### src/hdl/efc_pkg.sv
`timescale 1ns / 1ps
`default_nettype none

package efc_pkg;

  localparam int unsigned FloorW = 3;
  localparam int unsigned PortW  = 8;
  localparam int unsigned ModeW  = 2;

  // Control mode codes; the unused code behaves as homing.
  localparam logic [ModeW-1:0] MODE_HOMING  = 2'd0;
  localparam logic [ModeW-1:0] MODE_WAITING = 2'd1;
  localparam logic [ModeW-1:0] MODE_TRAVEL  = 2'd2;

  // Output port bits (active low unless noted).
  localparam int unsigned OB_C     = 0;
  localparam int unsigned OB_MOTOR = 1;
  localparam int unsigned OB_B     = 2;
  localparam int unsigned OB_DIR   = 3;
  localparam int unsigned OB_A     = 4;
  localparam int unsigned OB_LIGHT = 5;
  localparam int unsigned OB_UP    = 6;
  localparam int unsigned OB_DOWN  = 7;

  // Floor port bits.
  localparam int unsigned FP_DOOR   = 0;
  localparam int unsigned FP_GROUND = 1;
  localparam int unsigned FP_OCCUPY = 2;

  localparam logic [PortW-1:0] NonMarkMask = 8'h55;
  localparam logic [PortW-1:0] AllHigh     = 8'hFF;
  localparam logic [PortW-1:0] DigitMask   = 8'h15;
  localparam logic [PortW-1:0] ArrowMask   = 8'hC0;

  typedef struct packed {
    logic [ModeW-1:0] mode;
    logic [FloorW-1:0] car_floor;
    logic [FloorW-1:0] target_floor;
    logic [PortW-1:0] prev_marks;
    logic [PortW-1:0] out_latch;
  } efc_state_t;

  function automatic logic [PortW-1:0] digit_code(input logic [FloorW-1:0] floor_num);
    logic [PortW-1:0] code;
    code = '0;
    case (floor_num)
      3'd1: code[OB_A] = 1'b1;
      3'd2: code[OB_B] = 1'b1;
      3'd3: begin
        code[OB_A] = 1'b1;
        code[OB_B] = 1'b1;
      end
      3'd4: code[OB_C] = 1'b1;
      default: code = '0;
    endcase
    return code;
  endfunction

endpackage

`default_nettype wire

### src/hdl/efc_if.sv
`timescale 1ns / 1ps
`default_nettype none

interface efc_in_if;
  logic       valid;
  logic       ready;
  logic [7:0] floor_port;
  logic [7:0] button_port;

  modport source (output valid, output floor_port, output button_port, input ready);
  modport sink (input valid, input floor_port, input button_port, output ready);
endinterface

interface efc_out_if;
  logic       valid;
  logic       ready;
  logic [7:0] output_port;

  modport source (output valid, output output_port, input ready);
  modport sink (input valid, input output_port, output ready);
endinterface

`default_nettype wire

### src/hdl/efc_step.sv
`timescale 1ns / 1ps
`default_nettype none

module efc_step #(
  parameter int unsigned FLOORS = 4
) (
  input  efc_pkg::efc_state_t state_i,
  input  logic [7:0]          floor_port_i,
  input  logic [7:0]          button_port_i,
  output efc_pkg::efc_state_t state_o
);
  import efc_pkg::*;

  localparam logic [FloorW-1:0] TopFloor = FloorW'(FLOORS);

  logic [PortW-1:0] marks;
  logic             empty;
  logic             found;
  logic             going_up;
  efc_state_t       nxt;

  assign marks = floor_port_i | NonMarkMask;
  assign empty = floor_port_i[FP_OCCUPY];

  always_comb begin
    nxt      = state_i;
    found    = 1'b0;
    going_up = 1'b0;
    case (state_i.mode)
      MODE_WAITING: begin
        nxt.out_latch[OB_LIGHT] = 1'b1;
        // Lowest pressed call wins; outside buttons when empty, inside when occupied.
        for (int i = 0; i < 4; i++) begin
          if (!found && (i < FLOORS) &&
              !button_port_i[empty ? 2 * i : 2 * i + 1]) begin
            found            = 1'b1;
            nxt.target_floor = FloorW'(i + 1);
            nxt.mode         = MODE_TRAVEL;
          end
        end
      end
      MODE_TRAVEL: begin
        nxt.out_latch[OB_LIGHT] = 1'b0;
        if (floor_port_i[FP_DOOR]) begin
          nxt.out_latch[OB_MOTOR] = 1'b1;
        end else if (state_i.car_floor != state_i.target_floor) begin
          going_up                = state_i.car_floor < state_i.target_floor;
          nxt.out_latch[OB_DIR]   = going_up;
          nxt.out_latch[OB_MOTOR] = 1'b0;
          // A floor is passed when all marks were high and one has just dropped.
          if (state_i.prev_marks == AllHigh && marks != AllHigh) begin
            if (going_up) begin
              if (state_i.car_floor < TopFloor) begin
                nxt.car_floor = state_i.car_floor + 1'b1;
              end
            end else if (state_i.car_floor != '0) begin
              nxt.car_floor = state_i.car_floor - 1'b1;
            end
          end
          nxt.prev_marks = marks;
        end else begin
          nxt.out_latch[OB_MOTOR] = 1'b1;
          nxt.mode                = MODE_WAITING;
        end
      end
      default: begin
        if (!floor_port_i[FP_GROUND]) begin
          nxt.out_latch[OB_MOTOR] = 1'b1;
          nxt.car_floor           = FloorW'(1);
          nxt.mode                = MODE_WAITING;
        end else begin
          nxt.out_latch[OB_MOTOR] = 1'b0;
          nxt.out_latch[OB_DIR]   = 1'b0;
        end
      end
    endcase

    nxt.out_latch = (nxt.out_latch & ~DigitMask) | digit_code(nxt.car_floor);
    // Arrows are only lit while running and both go dark when the motor stops.
    if (!nxt.out_latch[OB_MOTOR]) begin
      if (nxt.out_latch[OB_DIR]) begin
        nxt.out_latch[OB_UP] = 1'b0;
      end else begin
        nxt.out_latch[OB_DOWN] = 1'b0;
      end
    end else begin
      nxt.out_latch = nxt.out_latch | ArrowMask;
    end
  end

  assign state_o = nxt;

endmodule

`default_nettype wire

### src/hdl/elevator_floor_controller_core.sv
`timescale 1ns / 1ps
`default_nettype none

// Pipeline: a word accepted is held in the input register, and the result register loads
// from it when the output side is free. One word per cycle is sustained while results
// are taken. While a finished result waits on the output, the input side takes one more
// word and then stalls until the result is taken.
// Reset: homing mode, floor and target zero, previous marks zero, output latch 0xFF,
// both pipeline registers empty.
module elevator_floor_controller_core #(
  parameter int unsigned FLOORS = 4
) (
  input  wire logic clk_i,
  input  wire logic rst_ni,
  efc_in_if.sink    in_i,
  efc_out_if.source out_o
);
  import efc_pkg::*;

  logic             s1_valid_q;
  logic [PortW-1:0] s1_floor_q;
  logic [PortW-1:0] s1_button_q;
  logic             s1_adv;
  logic             out_valid_q;
  logic [PortW-1:0] out_port_q;
  efc_state_t       state_q;
  efc_state_t       state_d;
  efc_state_t       state_rst;

  assign s1_adv     = s1_valid_q && (!out_valid_q || out_o.ready);
  assign in_i.ready = !s1_valid_q || s1_adv;

  assign state_rst = '{mode: MODE_HOMING, car_floor: '0, target_floor: '0,
                       prev_marks: '0, out_latch: AllHigh};

  efc_step #(
    .FLOORS(FLOORS)
  ) u_step (
    .state_i      (state_q),
    .floor_port_i (s1_floor_q),
    .button_port_i(s1_button_q),
    .state_o      (state_d)
  );

  always_ff @(posedge clk_i or negedge rst_ni) begin
    if (!rst_ni) begin
      s1_valid_q  <= 1'b0;
      out_valid_q <= 1'b0;
      state_q     <= state_rst;
    end else begin
      if (in_i.ready) begin
        s1_valid_q <= in_i.valid;
      end
      if (s1_adv) begin
        out_valid_q <= 1'b1;
        state_q     <= state_d;
      end else if (out_o.ready) begin
        out_valid_q <= 1'b0;
      end
    end
  end

  always_ff @(posedge clk_i) begin
    if (in_i.ready && in_i.valid) begin
      s1_floor_q  <= in_i.floor_port;
      s1_button_q <= in_i.button_port;
    end
    if (s1_adv) begin
      out_port_q <= state_d.out_latch;
    end
  end

  assign out_o.valid       = out_valid_q;
  assign out_o.output_port = out_port_q;

`ifndef SYNTHESIS
  a_floor_range: assert property (@(posedge clk_i) disable iff (!rst_ni)
    state_q.car_floor <= FloorW'(FLOORS))
    else $error("car floor beyond top floor");

  a_wait_motor_off: assert property (@(posedge clk_i) disable iff (!rst_ni)
    state_q.mode == MODE_WAITING |-> state_q.out_latch[OB_MOTOR])
    else $error("motor running while waiting for a call");

  a_state_hold: assert property (@(posedge clk_i) disable iff (!rst_ni)
    !s1_adv |=> $stable(state_q))
    else $error("state changed without a word being processed");

  a_ready_when_free: assert property (@(posedge clk_i) disable iff (!rst_ni)
    !out_valid_q |-> in_i.ready)
    else $error("input stalled while the result register is empty");

  a_result_matches: assert property (@(posedge clk_i) disable iff (!rst_ni)
    s1_adv |=> out_port_q == state_q.out_latch)
    else $error("result word differs from output latch");
`endif

endmodule

`default_nettype wire

### src/flat_wrapper.sv
// flat-port wrapper written by rule: the top's interface ports become plain ports
module elevator_floor_controller_core_flat import efc_pkg::*;
#(
  parameter int unsigned FLOORS = 4
)
  (clk_i, rst_ni, in_i_valid, in_i_floor_port, in_i_button_port, in_i_ready, out_o_valid, out_o_output_port, out_o_ready);
  efc_in_if in_i_i ();
  efc_out_if out_o_i ();
  input  wire logic clk_i;
  input  wire logic rst_ni;
  input wire logic [$bits(in_i_i.valid)-1:0] in_i_valid;
  input wire logic [$bits(in_i_i.floor_port)-1:0] in_i_floor_port;
  input wire logic [$bits(in_i_i.button_port)-1:0] in_i_button_port;
  output wire logic [$bits(in_i_i.ready)-1:0] in_i_ready;
  output wire logic [$bits(out_o_i.valid)-1:0] out_o_valid;
  output wire logic [$bits(out_o_i.output_port)-1:0] out_o_output_port;
  input wire logic [$bits(out_o_i.ready)-1:0] out_o_ready;
  assign in_i_i.valid = in_i_valid;
  assign in_i_i.floor_port = in_i_floor_port;
  assign in_i_i.button_port = in_i_button_port;
  assign in_i_ready = in_i_i.ready;
  assign out_o_valid = out_o_i.valid;
  assign out_o_output_port = out_o_i.output_port;
  assign out_o_i.ready = out_o_ready;
  elevator_floor_controller_core #(.FLOORS(FLOORS)) u_core (.clk_i(clk_i), .rst_ni(rst_ni), .in_i(in_i_i), .out_o(out_o_i));
endmodule
### config.mk
export PLATFORM = sky130hd
export DESIGN_NAME = elevator_floor_controller_core_flat
export DESIGN_NICKNAME = d
export VERILOG_FILES = /design/src/hdl/efc_pkg.sv /design/src/hdl/efc_if.sv /design/src/hdl/efc_step.sv /design/src/hdl/elevator_floor_controller_core.sv /design/src/flat_wrapper.sv
export SDC_FILE = /design/constraint.sdc
export NUM_CORES = 1
export LEC_CHECK = 0
export ABC_CLOCK_PERIOD_IN_PS = 2500
export BUFFER_PORTS_ARGS = -buffer_cell sky130_fd_sc_hd__buf_4
export CAP_MARGIN = 20
export CORE_MARGIN = 3
export CORE_UTILIZATION = 56
export DETAILED_ROUTE_END_ITERATION = 8
export PLACE_DENSITY = 0.79
export REMOVE_ABC_BUFFERS = 1
export SLEW_MARGIN = 20
export SYNTH_ARGS = -nofsm -noshare
export SYNTH_HDL_FRONTEND = slang
export SYNTH_SLANG_ARGS = --single-unit
### constraint.sdc
create_clock -name clk_i -period 2.5 [get_ports clk_i]
set_input_delay 0.25 -clock clk_i [delete_from_list [all_inputs] [get_ports clk_i]]
set_output_delay 0.25 -clock clk_i [all_outputs]
set_load 0.03 [all_outputs]
==> flow_metrics.env, run 1 <==
export IMPL_routedWlPerCell_um=14.0
export IMPL_synth_seq_cells=42
export IMPL_status="complete, no violations"
export IMPL_max_slew_margin=0.611
export IMPL_vias=1414
export IMPL_rsz0062_at_grt="false"
export IMPL_drc=0
export IMPL_final_nets=237
export IMPL_syn_to_final_growth_pct=18.7
export IMPL_clk_pin_slew_ps=130
export IMPL_p_leak_nw=1.02
export IMPL_ys_warn_count=0
export IMPL_overflow=0
export IMPL_min_period_ps=2280
export IMPL_path_cells="ha_1, a21oi_2, nand2_1, mux2i_1, a21oi_1, a311o_1, and3_1"
export IMPL_rows=21
export IMPL_stdcell_area_um2=2390
export IMPL_max_freq_mhz=439
export IMPL_core_um2=3390
export IMPL_ff2ff_path_depth=7
export IMPL_final_cells=256
export IMPL_cts_max_level=2
export IMPL_dp_cells=247
export IMPL_die_y_um=66.0
export IMPL_cts_buffer_depth=2
export IMPL_endpoint_kind="flop"
export IMPL_grt_start_max_net_pins=21
export IMPL_hold_viol_final=0
export IMPL_crit_slowest_cell="dfrtp_1"
export IMPL_worstHoldPathCells=1
export IMPL_r2r_end="u_core.out_o.output_port[4]"
export IMPL_syn_area_um2=2010
export IMPL_worst_slew_pin_slew_ps=583
export IMPL_cts_resized=0
export IMPL_grt_pass1_vias=1456
export IMPL_max_vdd_ir_drop_mv=0.581
export IMPL_die_w_um=66.0
export IMPL_dieArea_um2=4350
export IMPL_ys_seq_area_frac=0.580
export IMPL_worst_skew_pair_late_latency_ps=350
export IMPL_worstHoldStart="in_i_floor_port[3]"
export IMPL_portBuffers=27
export IMPL_r2r_slack_ps=220
export IMPL_viasPerCell=5.52
export IMPL_critPathLaunchType="flop"
export IMPL_crit_arrival_ps=2410
export IMPL_syn_avg_cell_area_um2=11.7
export IMPL_cts_tree="done"
export IMPL_period_share=0.911
export IMPL_initial_utilization=0.594
export IMPL_postCtsSetupBuffers=0
export IMPL_setup_violations=0
export IMPL_drive_gt1_frac=0.271
export IMPL_gp_congestion=0.859
export IMPL_crit_fanout=5
export IMPL_place_area_um2=2300
export IMPL_critical_path_class="flop to flop"
export IMPL_hpwl_um=2660
export IMPL_p_per_area_nw_per_um2=1080
export IMPL_final_util=0.705
export IMPL_worstHoldEndpoint="u_core.s1_floor_q[3]"
export IMPL_cp_required_ps=2630
export IMPL_maxCapViolCount=0
export IMPL_maxSlewViolCount=0
export IMPL_detail_route_antenna_nets=0
export IMPL_grt_pass1_wl_um=6290
export IMPL_ys_types=42
export IMPL_hp_class="input pin to flop"
export IMPL_cts_buffers=5
export IMPL_cpPeakStageDelay_ps=420
export IMPL_drtIter0Drc=77
export IMPL_dr_pass1_iters=4
export IMPL_wl_um=3580
export IMPL_cts_sinks=42
export IMPL_syn_inst=172
export IMPL_clock_root_buffer="clkbuf_4"
export IMPL_tns_ps=0
export IMPL_skew_ps=22.1
export IMPL_io_pins=30
export IMPL_antenna_found_initial=0
export IMPL_grt_usage=0.195
export IMPL_antenna_cells=0
export IMPL_r2r_start="u_core.state_q[21]"
[worst max path at each step]
stage	startpoint	end	slack (ps)
floorplan	u_core.state_q[19]	u_core.out_o.output_port[2]	270
global placement	u_core.state_q[19]	u_core.out_o.output_port[2]	150
detailed placement	u_core.state_q[19]	u_core.out_o.output_port[2]	110
CTS	u_core.state_q[19]	u_core.out_o.output_port[2]	100
global route	u_core.state_q[19]	u_core.out_o.output_port[2]	70
finish	u_core.state_q[21]	u_core.out_o.output_port[4]	220
[cells in the final DEF (no fill, tap or decap), types with 2 or more instances in the layout]
cell type / instances
mux2i_1: 3
nor2_1: 7
edfxtp_1: 22
ha_1: 8
a31oi_1: 2
o31ai_1: 2
buf_4: 32
a21o_1: 5
a21oi_1: 7
clkbuf_4: 5
nand3_1: 8
inv_1: 13
nand2_1: 19
a21boi_0: 2
nand2b_1: 7
dfstp_2: 5
nand3b_1: 2
nor2b_1: 2
mux2_2: 7
o22a_1: 2
dfrtp_1: 15
o21ai_0: 9
a22o_1: 2
[final cells by class]
class	count	area, um2
Clock buffer	8	80.1
Fill cell	243	998
Inverter	14	52.6
Multi-Input combinational cell	113	783
Sequential cell	42	1170
Tap cell	46	57.6
Timing Repair Buffer	33	250
[flip-flops by register name, indices dropped and copies added, names as in the netlist]
| register | count |
|---|---|
| u_core.state_q | 18 |
| u_core.out_o.output_port | 8 |
| u_core.s1_button_q | 8 |
| u_core.s1_floor_q | 6 |
| u_core.out_o.valid | 1 |
| u_core.s1_valid_q | 1 |
[synth_stat cells]
master      n  area, um2
edfxtp_1   22        661
nand2_1    19       71.3
dfrtp_1    15        375
inv_1      13       48.8
o21ai_0     9       45.0
ha_1        8        100
nand3_1     8       40.0
a21oi_1     7       35.0
mux2_2      7       78.8
nand2b_1    7       43.8
nor2_1      7       26.3
a21o_1      5       37.5
dfstp_2     5        131
clkbuf_1    3       11.3
mux2i_1     3       30.0
a21boi_0    2       15.0
a22o_1      2       17.5
a31oi_1     2       12.5
nand3b_1    2       15.0
nor2b_1     2       12.5
o22a_1      2       17.5
o31ai_1     2       15.0
a211oi_2    1       12.5
a21oi_2     1       8.76
a221o_1     1       10.0
a311o_1     1       10.0
a31o_2      1       8.76
a32oi_1     1       8.76
a41oi_1     1       8.76
and2_1      1       6.26
and3_1      1       6.26
and4_1      1       8.76
inv_2       1       3.75
mux2_1      1       11.3
nor3_1      1       5.00
nor3b_1     1       7.51
nor4_4      1       21.3
o22ai_1     1       6.26
o2bb2ai_1   1       8.76
o311ai_1    1       8.76
or2_1       1       6.26
or2_2       1       6.26
[per-stage QoR]
stage	power (mW)	hold slack, ps	worst slack (ps)
final	2.57	79.5	222
after global routing	2.78	48.7	68.8
after CTS	2.58	58.0	98.6
after detailed placement	2.18	144	112
after global placement	2.14	139	151
after floorplan	1.87	-45.6	267
[cells by family (layout without fill, tap and decap cells)]
| family | Yosys count | in the layout | synth area share |
|---|---|---|---|
| buffers and inverters | 17 | 55 | 0.0317 |
| and+or+nand+nor | 53 | 53 | 0.137 |
| adders and majority gates | 8 | 8 | 0.0497 |
| DFF | 42 | 42 | 0.580 |
| AOI/OAI and AO/OA | 41 | 41 | 0.142 |
| muxes | 11 | 11 | 0.0596 |
[power breakdown]
group          total [mW]  internal (mW)  switching, mW
Sequential           1.08          0.984         0.0914
Clock               0.401          0.199          0.202
Combinational        1.10          0.463          0.633
[layer usage]
metal / vias up / track usage / routed length (um)
li1: 701 / - / -
met1: 670 / 0.228 / 1520
met2: 32 / 0.329 / 1810
met3: 11 / 0.0510 / 143
met4: 0 / 0.0964 / 108
met5: - / 0 / 0
[critical path: cells and delay by family (launching register included)]
family | cells | cell delay, ps
DFF | 1 | 420
and+or+nand+nor | 2 | 330
muxes | 1 | 220
AOI/OAI and AO/OA | 3 | 730
adders and majority gates | 1 | 350
[timing repair]
item,in CTS,in global routing
setup endpoints to repair,0,3
hold buffers,1,0
endpoints found under the hold margin,15,0
Power figures use the tool's default switching activity.
==> inputs of run 2 (changes only) <==
ABC_AREA = 1   (was default)
PLACE_DENSITY = 0.78   (was 0.79)
==> run 2 against run 1 <==
Net effect:
- combinational power decreased by 17%
- synthesized cell count is 29% higher
- register-to-register slack improved by 210 ps
- sequential power is essentially flat
- sequential cell count unchanged
- routed wire length down 3.6%
- synthesized area up 0.93%
- utilization down 1.7 points
- via count is 6.2% higher
- largest cell class unchanged
==> flow_metrics.env, run 2 <==
export IMPL_holdWs_ps=72.3
export IMPL_drive_gt1_frac=0.220
export IMPL_cts_tree="done"
export IMPL_r2r_slack_ps=430
export IMPL_routedWlPerCell_um=11.5
export IMPL_clock_root_buffer="clkbuf_4"
export IMPL_ys_warn_count=0
export IMPL_drc=0
export IMPL_final_common_cell="nand2_1"
export IMPL_rsz0062_at_grt="false"
export IMPL_ys_seq_area_frac=0.574
export IMPL_period_share=0.826
export IMPL_max_vdd_ir_drop_mv=0.492
export IMPL_max_freq_mhz=484
export IMPL_largest_reg_flops=18
export IMPL_synth_top_cell_area_share=0.325
export IMPL_drtIter0Drc=49
export IMPL_endpoint_kind="flop"
export IMPL_crit_arrival_ps=2180
export IMPL_syn_area_um2=2030
export IMPL_tns_ps=0
export IMPL_hp_class="input pin to flop"
export IMPL_max_slew_margin=0.690
export IMPL_antenna_cells=0
export IMPL_viasPerCell=4.99
export IMPL_wl_met1_um=1450
export IMPL_synth_ff_type="edfxtp_1"
export IMPL_grt_start_max_net_pins=21
export IMPL_p_leak_nw=1.11
export IMPL_ys_types=25
export IMPL_synthTopCellsByArea="edfxtp_1 (32%), dfrtp_1 (18%), nand2_1 (13%)"
export IMPL_cts_max_level=2
export IMPL_gp_congestion=0.869
export IMPL_cp_required_ps=2620
export IMPL_overflow=0
export IMPL_hpwl_um=2570
export IMPL_synth_top_area_cell="edfxtp_1"
export IMPL_clockPowerShare=0.148
export IMPL_synth_edf_count=22
export IMPL_worst_skew_pair_late_latency_ps=340
export IMPL_p_comb_frac=0.395
export IMPL_dp_cells=292
export IMPL_synthTopCellsByCount="nand2_1 (72), inv_1 (27), edfxtp_1 (22)"
export IMPL_min_period_ps=2070
export IMPL_finalPower_mw=2.32
export IMPL_die_w_um=66.3
export IMPL_yosysMostFrequentCell="nand2_1"
export IMPL_wl_met3_um=184
export IMPL_syn_to_final_growth_pct=15.7
export IMPL_detail_route_antenna_nets=0
export IMPL_die_y_um=66.3
export IMPL_cts_buffers=5
export IMPL_final_nets=282
export IMPL_switching_share=0.387
export IMPL_setup_violations=0
export IMPL_worst_slew_pin_slew_ps=465
export IMPL_num_fill_cells=281
export IMPL_critPathLaunchType="flop"
export IMPL_critical_path_class="flop to flop"
export IMPL_clk_pin_slew_ps=120
export IMPL_p_int_mw=1.42
export IMPL_dr_pass1_iters=4
export IMPL_grt_pass1_vias=1425
export IMPL_rows=21
export IMPL_layout_common_cells="nand2_1 (72), inv_1 (27), buf_4 (27)"
export IMPL_portBuffers=27
export IMPL_dieArea_um2=4390
export IMPL_seqPwrFrac=0.456
export IMPL_switching_power_uw=899
export IMPL_antenna_found_initial=0
export IMPL_core_um2=3420
export IMPL_status="complete, no violations"
export IMPL_final_cells=301
export IMPL_io_pins=30
export IMPL_vias=1501
export IMPL_top_register="u_core.state_q"
export IMPL_dr_max_layer_used="met4"
export IMPL_initial_utilization=0.595
export IMPL_grt_pass1_wl_um=5920
export IMPL_hold_viol_final=0
export IMPL_grt_usage=0.181
export IMPL_crit_fanout=10
export IMPL_synthArstFlopShare=0.476
export IMPL_synth_seq_cells=42
export IMPL_skew_ps=8.95
export IMPL_maxCapViolCount=0
export IMPL_syn_avg_cell_area_um2=9.16
export IMPL_syn_inst=222
export IMPL_route_met2_wl_um=1750
export IMPL_final_util=0.689
export IMPL_maxSlewViolCount=0
export IMPL_cts_buffer_depth=2
export IMPL_p_per_area_nw_per_um2=987
export IMPL_wl_um=3450
export IMPL_cts_sinks=42
-- run 2: changes by cell type in the layout (fill, tap and decap cells not counted), moves of 7 or more --
cell,previous run,this run
nand2b_1,7,0
mux2_2,7,0
nand2_1,19,72
inv_1,13,27
-- run 2: cell families (layout without fill, tap and decap cells) --
| kind of cell | count (synthesis) | count (layout) | share of synthesized area |
|---|---|---|---|
| fa+ha+maj | 8 | 8 | 0.0492 |
| compound gates | 26 | 26 | 0.0695 |
| flops | 42 | 42 | 0.574 |
| buf+inv | 31 | 64 | 0.0591 |
| simple gates | 115 | 115 | 0.248 |
-- run 2: power groups by stage --
stage	Combinational (mW)	Clock [mW]	Sequential (mW)
2_1_floorplan	0.594	0	1.14
3_3_place_gp	0.890	0	1.07
3_5_place_dp	0.912	0	1.07
4_1_cts	0.921	0.358	1.06
5_1_grt	1.05	0.393	1.08
6_report	0.918	0.344	1.06
-- run 2: cell type report --
cell class	count	area, um2	area share
clock buffer	6	51.3	0.0218
clock inverter	2	12.5	0.00532
inverter	28	105	0.0447
multi-input combinational	149	746	0.317
sequential	42	1170	0.496
tap	46	57.6	0.0245
timing repair buffer	28	213	0.0904
-- run 2: per-stage QoR --
stage	worst slack [ps]	instance area, um2
6_report	435	2350
5_1_grt	285	2350
4_1_cts	467	2350
3_5_place_dp	504	2280
3_3_place_gp	521	2280
2_1_floorplan	688	2020
-- run 2: path summary, 6_finish.rpt --
| kind | to | cells past startpoint | startpoint |
|---|---|---|---|
| max reg2reg | u_core.out_o.output_port[2] | 10 | u_core.state_q[21] |
| min reg2reg | u_core.state_q[6] | 2 | u_core.state_q[6] |
| max | u_core.out_o.output_port[2] | 10 | u_core.state_q[21] |
| min | u_core.s1_button_q[0] | 1 | in_i_button_port[0] |
| max in group asynchronous | u_core.state_q[1] | 2 | rst_ni |
| min in group asynchronous | u_core.state_q[20] | 2 | rst_ni |
-- run 2: critical path, stage by stage, from the launching register on --
cell     delay [ps]
dfrtp_1         510
ha_1            400
nand3_2         120
inv_1            40
nor2_1          200
nand2_1         110
nand3_1          90
nand2_1          50
nand2_1          50
nand3_1         110
nor2b_1         160
-- run 2: metal layers --
metal / GRT usage / up-vias
li1: - / 780
met1: 0.210 / 679
met2: 0.310 / 36
met3: 0.0527 / 6
met4: 0.0736 / 0
met5: 0 / -
-- run 2: repair_timing --
item	in CTS	in global routing
buffers inserted	0	0
hold endpoints to repair	15	0
hold buffers	1	0
gates resized for setup	0	0
